**config.mk**
```make
export PLATFORM = sky130hd
export DESIGN_NAME = random_draw_without_replacement
export DESIGN_NICKNAME = d
export VERILOG_FILES = /design/src/design/rdwr_pkg.sv /design/src/design/rdwr_ram.sv /design/src/design/rdwr_datapath.sv /design/src/design/rdwr_ctrl.sv /design/src/design/random_draw_without_replacement.sv
export SDC_FILE = /design/constraint.sdc
export NUM_CORES = 2
export LEC_CHECK = 0
export BUFFER_PORTS_ARGS = -buffer_cell sky130_fd_sc_hd__buf_2
export CORE_UTILIZATION = 31
export DETAILED_ROUTE_END_ITERATION = 8
export SKIP_LAST_GASP = 1
export SLEW_MARGIN = 10
export SYNTH_ARGS = -nofsm -noshare
export SYNTH_HDL_FRONTEND = slang
export SYNTH_HIERARCHICAL = 1
export SYNTH_SLANG_ARGS = --single-unit
export TNS_END_PERCENT = 10
```
**constraint.sdc**
```tcl
create_clock -name aclk -period 37 [get_ports aclk]
set_input_delay 1.85 -clock aclk [delete_from_list [all_inputs] [get_ports aclk]]
set_output_delay 1.85 -clock aclk [all_outputs]
set_load 0.01 [all_outputs]
```
**src/design/rdwr_pkg.sv**
```systemverilog
`timescale 1ns / 1ps
// ----------------------------------------------------------------------------
// rdwr_pkg
// Shared types and constants for the random draw block.
// ----------------------------------------------------------------------------
package rdwr_pkg;

    typedef struct packed {
        logic [63:0] state_seed;
        logic [63:0] increment_seed;
    } in_t;

    typedef struct packed {
        logic [2:0] status;
        logic       is_extra;
        logic [2:0] slot;
        logic [7:0] drawn_value;
        logic       last;
    } out_t;

    localparam logic [2:0] ST_OK            = 3'd0;
    localparam logic [2:0] ST_BAD_MAIN_CNT  = 3'd1;
    localparam logic [2:0] ST_BAD_MAIN_RNG  = 3'd2;
    localparam logic [2:0] ST_FEW_MAIN      = 3'd3;
    localparam logic [2:0] ST_BAD_EXTRA_RNG = 3'd4;
    localparam logic [2:0] ST_FEW_EXTRA     = 3'd5;
    localparam logic [2:0] ST_POOL_BIG      = 3'd6;

    localparam logic [2:0] CFG_NUM_MAIN  = 3'd0;
    localparam logic [2:0] CFG_MAIN_LO   = 3'd1;
    localparam logic [2:0] CFG_MAIN_HI   = 3'd2;
    localparam logic [2:0] CFG_NUM_EXTRA = 3'd3;
    localparam logic [2:0] CFG_EXTRA_LO  = 3'd4;
    localparam logic [2:0] CFG_EXTRA_HI  = 3'd5;

    localparam logic [63:0] PCG_MULT = 64'd6364136223846793005;

    typedef enum logic [3:0] {
        OP_NONE,
        OP_LOAD,
        OP_FILL_INIT_X,
        OP_FILL,
        OP_MUL0,
        OP_MUL1,
        OP_MUL2,
        OP_DIV,
        OP_RD_I,
        OP_RD_J,
        OP_WR_I,
        OP_WR_J,
        OP_EM_INIT,
        OP_EM_RD,
        OP_EM_LOAD,
        OP_ERR_LOAD
    } dp_op_t;

    typedef struct packed {
        logic [2:0] cfg_status;
        logic       fill_last;
        logic       i_zero;
        logic       div_done;
        logic       emit_last;
        logic       phase_extra;
        logic       has_extra;
        logic       out_free;
    } dp_stat_t;

endpackage

```
**src/design/rdwr_ram.sv**
```systemverilog
`timescale 1ns / 1ps
// ----------------------------------------------------------------------------
// rdwr_ram
// Single-port RAM with registered read.
// ----------------------------------------------------------------------------
module rdwr_ram #(
    parameter int WIDTH = 8,
    parameter int DEPTH = 128
) (
    input  logic                     aclk,
    input  logic                     we,
    input  logic                     re,
    input  logic [$clog2(DEPTH)-1:0] addr,
    input  logic [WIDTH-1:0]         wdata,
    output logic [WIDTH-1:0]         rdata
);

    logic [WIDTH-1:0] mem [DEPTH];

    always_ff @(posedge aclk) begin
        if (we) begin
            mem[addr] <= wdata;
        end
        if (re) begin
            rdata <= mem[addr];
        end
    end

endmodule

```
**src/design/rdwr_datapath.sv**
```systemverilog
`timescale 1ns / 1ps
// ----------------------------------------------------------------------------
// rdwr_datapath
// Settings, checks, PCG32 generator, serial modulo, pool and result register.
// ----------------------------------------------------------------------------
module rdwr_datapath #(
    parameter int POOL_DEPTH = 128,
    parameter int MAX_MAIN   = 7,
    parameter int MAX_EXTRA  = 3
) (
    input  logic               aclk,
    input  logic               aresetn,
    input  rdwr_pkg::dp_op_t   op,
    output rdwr_pkg::dp_stat_t stat,
    input  rdwr_pkg::in_t      s_data,
    input  logic               cfg_valid,
    input  logic [2:0]         cfg_index,
    input  logic [7:0]         cfg_data,
    output logic               m_valid,
    input  logic               m_ready,
    output rdwr_pkg::out_t     m_data
);

    localparam int AW = $clog2(POOL_DEPTH);

    logic [2:0] num_main_reg;
    logic [7:0] main_lo_reg, main_hi_reg;
    logic [1:0] num_extra_reg;
    logic [7:0] extra_lo_reg, extra_hi_reg;

    logic [63:0] gen_state_reg, gen_inc_reg, prod_reg;
    logic [31:0] div_x_reg;
    logic [8:0]  rem_reg;
    logic [5:0]  div_cnt_reg;
    logic [7:0]  i_reg, j_reg, k_reg, data_i_reg;
    logic        phase_reg;
    logic        out_valid_reg;
    rdwr_pkg::out_t out_reg;

    logic [8:0]  msize, esize;
    logic [2:0]  chk;
    logic [7:0]  lo, span;
    logic [2:0]  cnt_sel;
    logic [31:0] mul_a, mul_b, xs, rnd;
    logic [63:0] pp;
    logic [9:0]  rem_sh;
    logic [8:0]  div_n;
    logic        ram_we, ram_re;
    logic [7:0]  ram_idx, ram_wdata, ram_rdata;
    logic        out_free;

    always_ff @(posedge aclk) begin
        if (!aresetn) begin
            num_main_reg  <= 3'd6;
            main_lo_reg   <= 8'd1;
            main_hi_reg   <= 8'd49;
            num_extra_reg <= 2'd0;
            extra_lo_reg  <= 8'd1;
            extra_hi_reg  <= 8'd10;
        end else if (cfg_valid) begin
            case (cfg_index)
                rdwr_pkg::CFG_NUM_MAIN:  num_main_reg  <= cfg_data[2:0];
                rdwr_pkg::CFG_MAIN_LO:   main_lo_reg   <= cfg_data;
                rdwr_pkg::CFG_MAIN_HI:   main_hi_reg   <= cfg_data;
                rdwr_pkg::CFG_NUM_EXTRA: num_extra_reg <= cfg_data[1:0];
                rdwr_pkg::CFG_EXTRA_LO:  extra_lo_reg  <= cfg_data;
                rdwr_pkg::CFG_EXTRA_HI:  extra_hi_reg  <= cfg_data;
                default: ;
            endcase
        end
    end

    assign msize = {1'b0, main_hi_reg} - {1'b0, main_lo_reg} + 9'd1;
    assign esize = {1'b0, extra_hi_reg} - {1'b0, extra_lo_reg} + 9'd1;

    always_comb begin
        if (num_main_reg == 3'd0 || num_main_reg > 3'(MAX_MAIN)) begin
            chk = rdwr_pkg::ST_BAD_MAIN_CNT;
        end else if (main_lo_reg == 8'd0 || main_hi_reg == 8'd0
                     || main_lo_reg > main_hi_reg) begin
            chk = rdwr_pkg::ST_BAD_MAIN_RNG;
        end else if (msize < {6'd0, num_main_reg}) begin
            chk = rdwr_pkg::ST_FEW_MAIN;
        end else if ({1'b0, num_extra_reg} > 3'(MAX_EXTRA)) begin
            chk = rdwr_pkg::ST_BAD_EXTRA_RNG;
        end else if (num_extra_reg != 2'd0 && extra_lo_reg > extra_hi_reg) begin
            chk = rdwr_pkg::ST_BAD_EXTRA_RNG;
        end else if (num_extra_reg != 2'd0 && esize < {7'd0, num_extra_reg}) begin
            chk = rdwr_pkg::ST_FEW_EXTRA;
        end else if (msize > 9'(POOL_DEPTH)
                     || (num_extra_reg != 2'd0 && esize > 9'(POOL_DEPTH))) begin
            chk = rdwr_pkg::ST_POOL_BIG;
        end else begin
            chk = rdwr_pkg::ST_OK;
        end
    end

    // PCG32 output of the old state, rotate via doubled word
    assign xs  = 32'(((gen_state_reg >> 18) ^ gen_state_reg) >> 27);
    assign rnd = 32'({xs, xs} >> gen_state_reg[63:59]);

    always_comb begin
        case (op)
            rdwr_pkg::OP_MUL1: begin
                mul_a = gen_state_reg[31:0];
                mul_b = rdwr_pkg::PCG_MULT[63:32];
            end
            rdwr_pkg::OP_MUL2: begin
                mul_a = gen_state_reg[63:32];
                mul_b = rdwr_pkg::PCG_MULT[31:0];
            end
            default: begin
                mul_a = gen_state_reg[31:0];
                mul_b = rdwr_pkg::PCG_MULT[31:0];
            end
        endcase
    end
    assign pp = mul_a * mul_b;

    assign div_n  = {1'b0, i_reg} + 9'd1;
    assign rem_sh = {rem_reg, div_x_reg[31]};

    assign lo      = phase_reg ? extra_lo_reg : main_lo_reg;
    assign span    = phase_reg ? (extra_hi_reg - extra_lo_reg)
                               : (main_hi_reg - main_lo_reg);
    assign cnt_sel = phase_reg ? {1'b0, num_extra_reg} : num_main_reg;
    assign out_free = !out_valid_reg || m_ready;

    always_comb begin
        ram_we    = 1'b0;
        ram_re    = 1'b0;
        ram_idx   = k_reg;
        ram_wdata = lo + k_reg;
        case (op)
            rdwr_pkg::OP_FILL:  ram_we = 1'b1;
            rdwr_pkg::OP_RD_I: begin
                ram_re  = 1'b1;
                ram_idx = i_reg;
            end
            rdwr_pkg::OP_RD_J: begin
                ram_re  = 1'b1;
                ram_idx = j_reg;
            end
            rdwr_pkg::OP_WR_I: begin
                ram_we    = 1'b1;
                ram_idx   = i_reg;
                ram_wdata = ram_rdata;
            end
            rdwr_pkg::OP_WR_J: begin
                ram_we    = 1'b1;
                ram_idx   = j_reg;
                ram_wdata = data_i_reg;
            end
            rdwr_pkg::OP_EM_RD: ram_re = 1'b1;
            default: ;
        endcase
    end

    rdwr_ram #(
        .WIDTH (8),
        .DEPTH (POOL_DEPTH)
    ) u_pool (
        .aclk  (aclk),
        .we    (ram_we),
        .re    (ram_re),
        .addr  (ram_idx[AW-1:0]),
        .wdata (ram_wdata),
        .rdata (ram_rdata)
    );

    always_ff @(posedge aclk) begin
        if (!aresetn) begin
            gen_state_reg <= '0;
            gen_inc_reg   <= '0;
            div_cnt_reg   <= '0;
            i_reg         <= '0;
            k_reg         <= '0;
            phase_reg     <= 1'b0;
            out_valid_reg <= 1'b0;
        end else begin
            if (op == rdwr_pkg::OP_EM_LOAD || op == rdwr_pkg::OP_ERR_LOAD) begin
                out_valid_reg <= 1'b1;
            end else if (m_ready) begin
                out_valid_reg <= 1'b0;
            end
            case (op)
                rdwr_pkg::OP_LOAD: begin
                    gen_state_reg <= s_data.state_seed;
                    gen_inc_reg   <= {s_data.increment_seed[62:0], 1'b1};
                    phase_reg     <= 1'b0;
                    k_reg         <= '0;
                    i_reg         <= main_hi_reg - main_lo_reg;
                end
                rdwr_pkg::OP_FILL_INIT_X: begin
                    phase_reg <= 1'b1;
                    k_reg     <= '0;
                    i_reg     <= extra_hi_reg - extra_lo_reg;
                end
                rdwr_pkg::OP_FILL: k_reg <= k_reg + 8'd1;
                rdwr_pkg::OP_MUL2: begin
                    gen_state_reg <= prod_reg + {pp[31:0], 32'd0} + gen_inc_reg;
                    div_cnt_reg   <= 6'd32;
                end
                rdwr_pkg::OP_DIV: div_cnt_reg <= div_cnt_reg - 6'd1;
                rdwr_pkg::OP_WR_J: i_reg <= i_reg - 8'd1;
                rdwr_pkg::OP_EM_INIT: k_reg <= '0;
                rdwr_pkg::OP_EM_LOAD: k_reg <= k_reg + 8'd1;
                default: ;
            endcase
        end
    end

    always_ff @(posedge aclk) begin
        case (op)
            rdwr_pkg::OP_MUL0: begin
                prod_reg  <= pp;
                div_x_reg <= rnd;
            end
            rdwr_pkg::OP_MUL1: prod_reg <= prod_reg + {pp[31:0], 32'd0};
            rdwr_pkg::OP_MUL2: rem_reg <= '0;
            rdwr_pkg::OP_DIV: begin
                div_x_reg <= {div_x_reg[30:0], 1'b0};
                if (rem_sh >= {1'b0, div_n}) begin
                    rem_reg <= 9'(rem_sh - {1'b0, div_n});
                end else begin
                    rem_reg <= rem_sh[8:0];
                end
            end
            rdwr_pkg::OP_RD_I: j_reg <= rem_reg[7:0];
            rdwr_pkg::OP_RD_J: data_i_reg <= ram_rdata;
            rdwr_pkg::OP_EM_LOAD: begin
                out_reg.status      <= rdwr_pkg::ST_OK;
                out_reg.is_extra    <= phase_reg;
                out_reg.slot        <= k_reg[2:0];
                out_reg.drawn_value <= ram_rdata;
                out_reg.last        <= (k_reg[2:0] == cnt_sel - 3'd1)
                                       && (phase_reg || num_extra_reg == 2'd0);
            end
            rdwr_pkg::OP_ERR_LOAD: begin
                out_reg.status      <= chk;
                out_reg.is_extra    <= 1'b0;
                out_reg.slot        <= '0;
                out_reg.drawn_value <= '0;
                out_reg.last        <= 1'b1;
            end
            default: ;
        endcase
    end

    assign stat.cfg_status  = chk;
    assign stat.fill_last   = (k_reg == span);
    assign stat.i_zero      = (i_reg == 8'd0);
    assign stat.div_done    = (div_cnt_reg == 6'd0);
    assign stat.emit_last   = (k_reg[2:0] == cnt_sel - 3'd1);
    assign stat.phase_extra = phase_reg;
    assign stat.has_extra   = (num_extra_reg != 2'd0);
    assign stat.out_free    = out_free;

    assign m_valid = out_valid_reg;
    assign m_data  = out_reg;

    a_div_only_counting: assert property (@(posedge aclk) disable iff (!aresetn)
        op == rdwr_pkg::OP_DIV |-> div_cnt_reg != 6'd0)
        else $error("modulo step with no bits left");
    a_rem_in_range: assert property (@(posedge aclk) disable iff (!aresetn)
        (op == rdwr_pkg::OP_DIV && div_cnt_reg == 6'd1) |=> rem_reg < div_n)
        else $error("swap index out of range");
    a_load_when_free: assert property (@(posedge aclk) disable iff (!aresetn)
        (op == rdwr_pkg::OP_EM_LOAD || op == rdwr_pkg::OP_ERR_LOAD) |-> out_free)
        else $error("result register overwritten");
    a_load_shows: assert property (@(posedge aclk) disable iff (!aresetn)
        op == rdwr_pkg::OP_EM_LOAD |=> out_valid_reg)
        else $error("loaded result not presented");

endmodule

```
**src/design/rdwr_ctrl.sv**
```systemverilog
`timescale 1ns / 1ps
// ----------------------------------------------------------------------------
// rdwr_ctrl
// Sequencer for check, fill, shuffle and result phases.
// ----------------------------------------------------------------------------
module rdwr_ctrl (
    input  logic               aclk,
    input  logic               aresetn,
    input  logic               s_valid,
    output logic               s_ready,
    input  rdwr_pkg::dp_stat_t stat,
    output rdwr_pkg::dp_op_t   op
);

    typedef enum logic [3:0] {
        S_IDLE, S_ERR, S_INIT_X, S_FILL, S_SH_CHK, S_MUL0, S_MUL1, S_MUL2,
        S_DIV, S_RD_I, S_RD_J, S_WR_I, S_WR_J, S_EM_INIT, S_EM_RD, S_EM_LD
    } state_t;

    state_t state_reg, state_next;

    always_comb begin
        state_next = state_reg;
        op         = rdwr_pkg::OP_NONE;
        case (state_reg)
            S_IDLE: begin
                if (s_valid) begin
                    if (stat.cfg_status == rdwr_pkg::ST_OK) begin
                        op         = rdwr_pkg::OP_LOAD;
                        state_next = S_FILL;
                    end else begin
                        state_next = S_ERR;
                    end
                end
            end
            S_ERR: begin
                if (stat.out_free) begin
                    op         = rdwr_pkg::OP_ERR_LOAD;
                    state_next = S_IDLE;
                end
            end
            S_INIT_X: begin
                op         = rdwr_pkg::OP_FILL_INIT_X;
                state_next = S_FILL;
            end
            S_FILL: begin
                op = rdwr_pkg::OP_FILL;
                if (stat.fill_last) begin
                    state_next = S_SH_CHK;
                end
            end
            S_SH_CHK: state_next = stat.i_zero ? S_EM_INIT : S_MUL0;
            S_MUL0: begin
                op         = rdwr_pkg::OP_MUL0;
                state_next = S_MUL1;
            end
            S_MUL1: begin
                op         = rdwr_pkg::OP_MUL1;
                state_next = S_MUL2;
            end
            S_MUL2: begin
                op         = rdwr_pkg::OP_MUL2;
                state_next = S_DIV;
            end
            S_DIV: begin
                if (stat.div_done) begin
                    state_next = S_RD_I;
                end else begin
                    op = rdwr_pkg::OP_DIV;
                end
            end
            S_RD_I: begin
                op         = rdwr_pkg::OP_RD_I;
                state_next = S_RD_J;
            end
            S_RD_J: begin
                op         = rdwr_pkg::OP_RD_J;
                state_next = S_WR_I;
            end
            S_WR_I: begin
                op         = rdwr_pkg::OP_WR_I;
                state_next = S_WR_J;
            end
            S_WR_J: begin
                op         = rdwr_pkg::OP_WR_J;
                state_next = S_SH_CHK;
            end
            S_EM_INIT: begin
                op         = rdwr_pkg::OP_EM_INIT;
                state_next = S_EM_RD;
            end
            S_EM_RD: begin
                op         = rdwr_pkg::OP_EM_RD;
                state_next = S_EM_LD;
            end
            S_EM_LD: begin
                if (stat.out_free) begin
                    op = rdwr_pkg::OP_EM_LOAD;
                    if (!stat.emit_last) begin
                        state_next = S_EM_RD;
                    end else if (!stat.phase_extra && stat.has_extra) begin
                        state_next = S_INIT_X;
                    end else begin
                        state_next = S_IDLE;
                    end
                end
            end
            default: state_next = S_IDLE;
        endcase
    end

    always_ff @(posedge aclk) begin
        if (!aresetn) begin
            state_reg <= S_IDLE;
        end else begin
            state_reg <= state_next;
        end
    end

    assign s_ready = (state_reg == S_IDLE);

    a_err_only_bad: assert property (@(posedge aclk) disable iff (!aresetn)
        op == rdwr_pkg::OP_ERR_LOAD |-> stat.cfg_status != rdwr_pkg::ST_OK)
        else $error("error result with good settings");
    a_shuffle_nonzero: assert property (@(posedge aclk) disable iff (!aresetn)
        op == rdwr_pkg::OP_MUL0 |-> !stat.i_zero)
        else $error("generator stepped at shuffle end");
    a_swap_order: assert property (@(posedge aclk) disable iff (!aresetn)
        op == rdwr_pkg::OP_RD_I |=> op == rdwr_pkg::OP_RD_J ##1 op == rdwr_pkg::OP_WR_I)
        else $error("swap sequence broken");

endmodule

```
**src/design/random_draw_without_replacement.sv**
```systemverilog
`timescale 1ns / 1ps
// ----------------------------------------------------------------------------
// random_draw_without_replacement
// PCG32-driven Fisher-Yates draw of main and extra numbers.
//
//   channel  direction  handshake            beat
//   s_       in         s_valid / s_ready    two 64-bit seeds
//   m_       out        m_valid / m_ready    one drawn number or error
//   cfg_     in         cfg_valid/cfg_ready  register index and data
//
// A pool of N numbers is filled with N writes; each swap then takes three
// 32x32 partial products, a 32-step serial modulo and four pool accesses.
// One request runs at a time; s_ready is high only between requests.
// Reset is synchronous, active low; the pool needs no clearing pass.
// A stalled m_ready holds the sequencer before each result load.
// ----------------------------------------------------------------------------
module random_draw_without_replacement #(
    parameter int POOL_DEPTH = 128,
    parameter int MAX_MAIN   = 7,
    parameter int MAX_EXTRA  = 3
) (
    input  logic           aclk,
    input  logic           aresetn,
    input  logic           s_valid,
    output logic           s_ready,
    input  rdwr_pkg::in_t  s_data,
    output logic           m_valid,
    input  logic           m_ready,
    output rdwr_pkg::out_t m_data,
    input  logic           cfg_valid,
    output logic           cfg_ready,
    input  logic [2:0]     cfg_index,
    input  logic [7:0]     cfg_data
);

    rdwr_pkg::dp_op_t   op;
    rdwr_pkg::dp_stat_t stat;

    assign cfg_ready = 1'b1;

    rdwr_ctrl u_ctrl (
        .aclk    (aclk),
        .aresetn (aresetn),
        .s_valid (s_valid),
        .s_ready (s_ready),
        .stat    (stat),
        .op      (op)
    );

    rdwr_datapath #(
        .POOL_DEPTH (POOL_DEPTH),
        .MAX_MAIN   (MAX_MAIN),
        .MAX_EXTRA  (MAX_EXTRA)
    ) u_dp (
        .aclk      (aclk),
        .aresetn   (aresetn),
        .op        (op),
        .stat      (stat),
        .s_data    (s_data),
        .cfg_valid (cfg_valid),
        .cfg_index (cfg_index),
        .cfg_data  (cfg_data),
        .m_valid   (m_valid),
        .m_ready   (m_ready),
        .m_data    (m_data)
    );

endmodule

```
After elaboration in Yosys (flattened, before gate mapping)
Memory sizes are Yosys's and may differ from the RTL's. A register that Yosys moved wholly into a read port is not among the register bits.
Cells that the tools add are included.
{"block": "classes", "add_sub_neg": 15, "mul": 1, "n_lt_le_gt_ge": 8, "n_eq_ne": 42, "shifts": 1, "mux": 45, "bitwise": 1, "n_reduce_logical": 46}
{"cell": "one-hot mux 64 bit (2 select lines)", "n": 2}
{"cell": "adder 64 bit", "n": 2}
{"cell": "== test 4 bit, second input constant", "n": 16}
{"cell": "one-hot mux 32 bit (2 select lines)", "n": 1}
{"cell": "one-hot mux 4 bit (16 select lines)", "n": 1}
{"cell": ">> shifter 64 x 5 -> 32 bit", "n": 1}
{"cell": "multiplier 32 x 31 -> 63 bit", "n": 1}
{"cell": "one-hot mux 4 bit (15 select lines)", "n": 1}
{"cell": "XOR 46 x 59 -> 59 bit", "n": 1}
{"cell": "2-to-1 mux 4 bit", "n": 10}
{"cell": "== test 4 x 3 -> 1 bit, second input constant", "n": 8}
{"cell": "2-to-1 mux 32 bit", "n": 1}
{"cell": "one-hot mux 16 bit (2 select lines)", "n": 1}
{"cell": "one-hot mux 8 bit (2 select lines)", "n": 2}
{"cell": "2-to-1 mux 29 bit", "n": 1}
{"cell": "zero test 8 bit", "n": 3}
{"cell": "2-to-1 mux 3 bit", "n": 8}
{"cell": "one-hot mux 8 bit (3 select lines)", "n": 1}
{"cell": "adder 9 x 1 -> 9 bit, second input constant", "n": 2}
{"cell": "> comparator 9 x 8 -> 1 bit, second input constant", "n": 2}
{"cell": "one-hot mux 9 bit (2 select lines)", "n": 1}
{"cell": "nonzero test 2 bit", "n": 9}
{"cell": "subtractor 8 x 8 -> 9 bit", "n": 2}
{"cell": "== test 4 x 2 -> 1 bit, second input constant", "n": 4}
{"cell": "40 further kinds", "n": 78}
{"block": "word_totals", "regBits": 329, "ramBits": 1024, "out_inout_bits": 19, "word_cells": 184, "memories": 1}
{"memory": "u_dp.u_pool.mem", "words": 128, "word_bits": 8, "rd": 1, "rd_ports_with_merged_regs": 1, "write_ports": 1, "line_no": "rdwr_ram.sv:18", "text": "logic [WIDTH-1:0] mem [DEPTH];"}

Longest topological paths before layout
{"block": "logic_depth", "ltp_word": 21, "depth_mapped": 68, "depth_no_buf": 66}

Cells and area by module
The synthesis kept the hierarchy.
{"mod": "rdwr_datapath", "instances": 1, "cells_each": 4938, "area_per_inst_um2": 44845.5, "seq_area_each_um2": 7867.5}
{"mod": "rdwr_ram", "instances": 1, "cells_each": 2475, "area_per_inst_um2": 40513.9, "seq_area_each_um2": 30989.7}
{"mod": "rdwr_ctrl", "instances": 1, "cells_each": 70, "area_per_inst_um2": 467.9, "seq_area_each_um2": 80.1}
{"mod": "random_draw_without_replacement", "instances": 1, "cells_each": 2, "area_per_inst_um2": 11.3, "seq_area_each_um2": 0.0}

Worst setup path after synthesis
OpenSTA, ideal clock, no wires.
{"block": "synth_path", "path_kind": "reg-to-reg", "startpoint": "reg u_dp.main_lo_reg[1]", "endpoint": "reg u_dp.gen_state_reg[61]", "setup_ns": 0.114, "t_arrival_ns": 12.815, "required_ns": 36.886, "slack_ns": 24.071, "stages_incl_launch_ff": 60, "synth_period_minus_slack_ns": 12.929, "path_cell_list": "dfxtp_1 -> inv_1 -> ha_1 -> inv_1 -> ha_1 -> fa_1 -> nor2b_1 -> o21ai_0 -> a21oi_1 -> nor2_1 -> nor2_1 -> nor2_1 -> xnor2_1 -> o21ai_0 -> o311ai_0 -> nor2_1 -> nor3_1 -> nand3_1 -> [24 not listed] -> ha_1 -> nor2b_1 -> o21ai_0 -> nand2b_1 -> a221oi_1 -> o21bai_1 -> xor2_1 -> ha_1 -> clkbuf_1 -> a21o_1 -> a21o_1 -> a21o_1 -> a21o_1 -> a21o_1 -> a21oi_1 -> o21ai_0 -> o211a_1 -> a2111oi_0"}
{"element": "start, declared", "line_no": "rdwr_datapath.sv:27", "text": "logic [7:0] main_lo_reg, main_hi_reg;"}
{"element": "start signal, assigned", "line_no": "rdwr_datapath.sv:63", "text": "rdwr_pkg::CFG_MAIN_LO: main_lo_reg <= cfg_data;"}
{"element": "end signal, assigned", "line_no": "rdwr_datapath.sv:188", "text": "gen_state_reg <= s_data.state_seed;"}
{"element": "end signal, assigned", "line_no": "rdwr_datapath.sv:201", "text": "gen_state_reg <= prod_reg + {pp[31:0], 32'd0} + gen_inc_reg;"}
{"element": "end, declared", "line_no": "rdwr_datapath.sv:31", "text": "logic [63:0] gen_state_reg, gen_inc_reg, prod_reg;"}

==> metrics.txt <==
worst path required time ~38 ns; critical path type flip-flop to flip-flop; # rows around 190; Post-synth top cells edfxtp_1, inv_1, nand2_1, ha_1, nor2_1; buffers and inverters on the worst path 11; num ports around 160; Max Fclk ~58 MHz; Vias ~60000; Biggest register u_dp/u_pool/mem; Post-Syn Instances ~7500; CP peak stage delay between 0.7 and 0.8 ns; initial antenna violation count 6; CP Launch Type flip-flop; library cells used by synthesis 108; Crit path max-delay family adder cells; Most Frequent Cell on Critical Path inv_1; worst setup skew after layout 0.06055 ns; DRT iter0 DRCs ~6600; setup TNS 0 ns; cell with the most instances after synthesis edfxtp_1; H-tree depth 4; CTS tree built; synth warn 6; number of clock sinks about 1400; Multi-input gate area about 43000 µm²; CP Capture Type flip-flop; Crit path arrival time 17.78 ns; cell taking the most area after synthesis edfxtp_1; post-CTS sizing 0; Final Hold Fails 0; maxcap violations 0; sequential area share after synthesis 45.36%; die width approximately 530 µm; crit path max-delay cell type buf_4; Min-Delay Path Class flip-flop to flip-flop; clock latency at the later pin of the worst-skew pair 0.84 ns; Layout Utilization approximately a third; Syn Area/Cell about 11 µm²; largest net degree at the start of global routing between 100 and 150; hold_ws 0.4597 ns; per-cell routed wire length ~24 µm; Primary FF master, synth edfxtp_1; Fill cells roughly 27000; unrepaired setup endpoints after global routing false; Root Buffer clkbuf_16; synth top area cells edfxtp_1, fa_1, ha_1; crit path time final 17.13 ns; number of flops mapped to enable cells by yosys approximately 1200; fin crit share 46.29%; Seq cells post-synth around 1400; die footprint 279000 µm²; drt pass-1 iters 9; Worst Tran Pin Value ~1.2 ns; Clock Path Buffers 3; CTS hold repair buffers 0; vias per std cell around 5.3; layout cells sized above 1 under 10%; antenna-violating nets left 0; Routed WL roughly 270 mm; Max-slew headroom between 10% and 20%; Crit Path Max Fanout 64; status complete, no violations; FFs w/ async S/R, synth 0%; Die H roughly 530 µm; gr usage total a little under a fifth; Core Box Area roughly 270000 µm²; R2R Setup Slk around 20 ns; fin nets 8868; area grow syn2layout 11.64%; routability cong. roughly 0.97; Starting Density ~31%; via count of the first global-routing pass a little over 60000; max reg flops 1024; post-DP HPWL just under 200 mm; clock slew at reported path FFs ~0.06 ns; register area about 39000 µm²; Post-Syn Area approximately 86000 µm²; top-area cell type share of the netlist area 40.86%; first-pass GRT wire length ~400 mm; final slew viol count 0; total global routing overflow 0; port bufs 160; setup bufs post-CTS 0; Final setup viols 0; CTS buffer count 150; drc violations 0
==> cell families (layout without fill, tap and decap cells) <==
kind of cell | Yosys count | in the layout | share of synthesized area (%)
compound gates | 1659 | 1659 | 13.03
simple gates | 1690 | 1690 | 8.577
flops | 1361 | 1361 | 45.36
other cells | 3 | 36 | 0.01312
buf+inv | 1111 | 1286 | 5.247
fa+ha+maj | 1157 | 1157 | 21.78
xor+xnor | 217 | 217 | 2.248
mux | 287 | 287 | 3.742
==> stage by stage <==
| stage | setup slack, ns | cell area (µm²) | cells |
|---|---|---|---|
| after global placement | 20.18 | 90880 | 11101 |
| after global routing | 18.77 | 95820 | 11375 |
| after floorplan | 24.07 | 85950 | 7514 |
| final | 19.87 | 95830 | 11379 |
| after detailed placement | 20.11 | 90880 | 11101 |
| after CTS | 20.01 | 95820 | 11375 |
==> worst register-to-register path: cells and delay by family (launching register included) <==
kind / cells / cell delay, ns
flip-flops: 1 / 0.38
AO/OA/AOI/OAI: 20 / 4.59
XOR/XNOR: 3 / 0.82
AND/OR/NAND/NOR: 15 / 3.21
adder cells (fa/ha/maj): 14 / 5.34
buffers and inverters: 11 / 2.62
==> area by class of cell <==
type                       instances  area share (%)
multi-input combinational       5042           44.66
clock buffer                     200           4.241
inverter                         724           2.842
timing repair buffer             288           1.878
clock inverter                    74          0.9192
sequential                      1361           40.63
antenna                            4         0.01045
tap                             3686           4.813
==> layout by cell type (no fill, tap or decap), types with 51 or more instances in the layout <==
master     synthesis  final
edfxtp_1        1168   1168
inv_1            721    717
nand2_1          670    666
ha_1             595    595
nor2_1           594    589
fa_1             562    562
a21oi_1          497    496
o21ai_0          277    263
a221oi_1         231    231
dfxtp_1          193    192
mux2i_1          190    185
buf_2             93    160
clkbuf_16          0    152
xnor2_1          131    131
buf_4             12    125
a21o_1           108    108
xor2_1            83     83
a22oi_1           78     78
mux2_2            73     73
nand3_1           68     64
nor3_1            60     56
a311oi_1          51     51
==> path summary, 6_finish.rpt <==
check | cells past startpoint | startpoint | endpoint
hold / removal | 2 | u_dp/gen_inc_reg[29] | u_dp/gen_inc_reg[29]
hold reg to reg | 2 | u_dp/gen_inc_reg[29] | u_dp/gen_inc_reg[29]
setup / recovery | 63 | u_dp/main_lo_reg[1] | u_dp/gen_state_reg[61]
setup reg to reg | 63 | u_dp/main_lo_reg[1] | u_dp/gen_state_reg[61]
==> metal layers <==
layer / part of all wire (%) / wire length (µm) / track usage, % / vias to the layer above
li1: - / - / - / 26971
met1: 43 / 115700 / 26.25 / 30427
met2: 45 / 122400 / 30.02 / 2715
met3: 8.9 / 24000 / 3.669 / 417
met4: 3.3 / 9073 / 6.170 / 0
met5: 0 / 0 / 0 / -
Power is not shown: default switching activity piles up to over one toggle a cycle in this logic, so the estimate is an artifact.
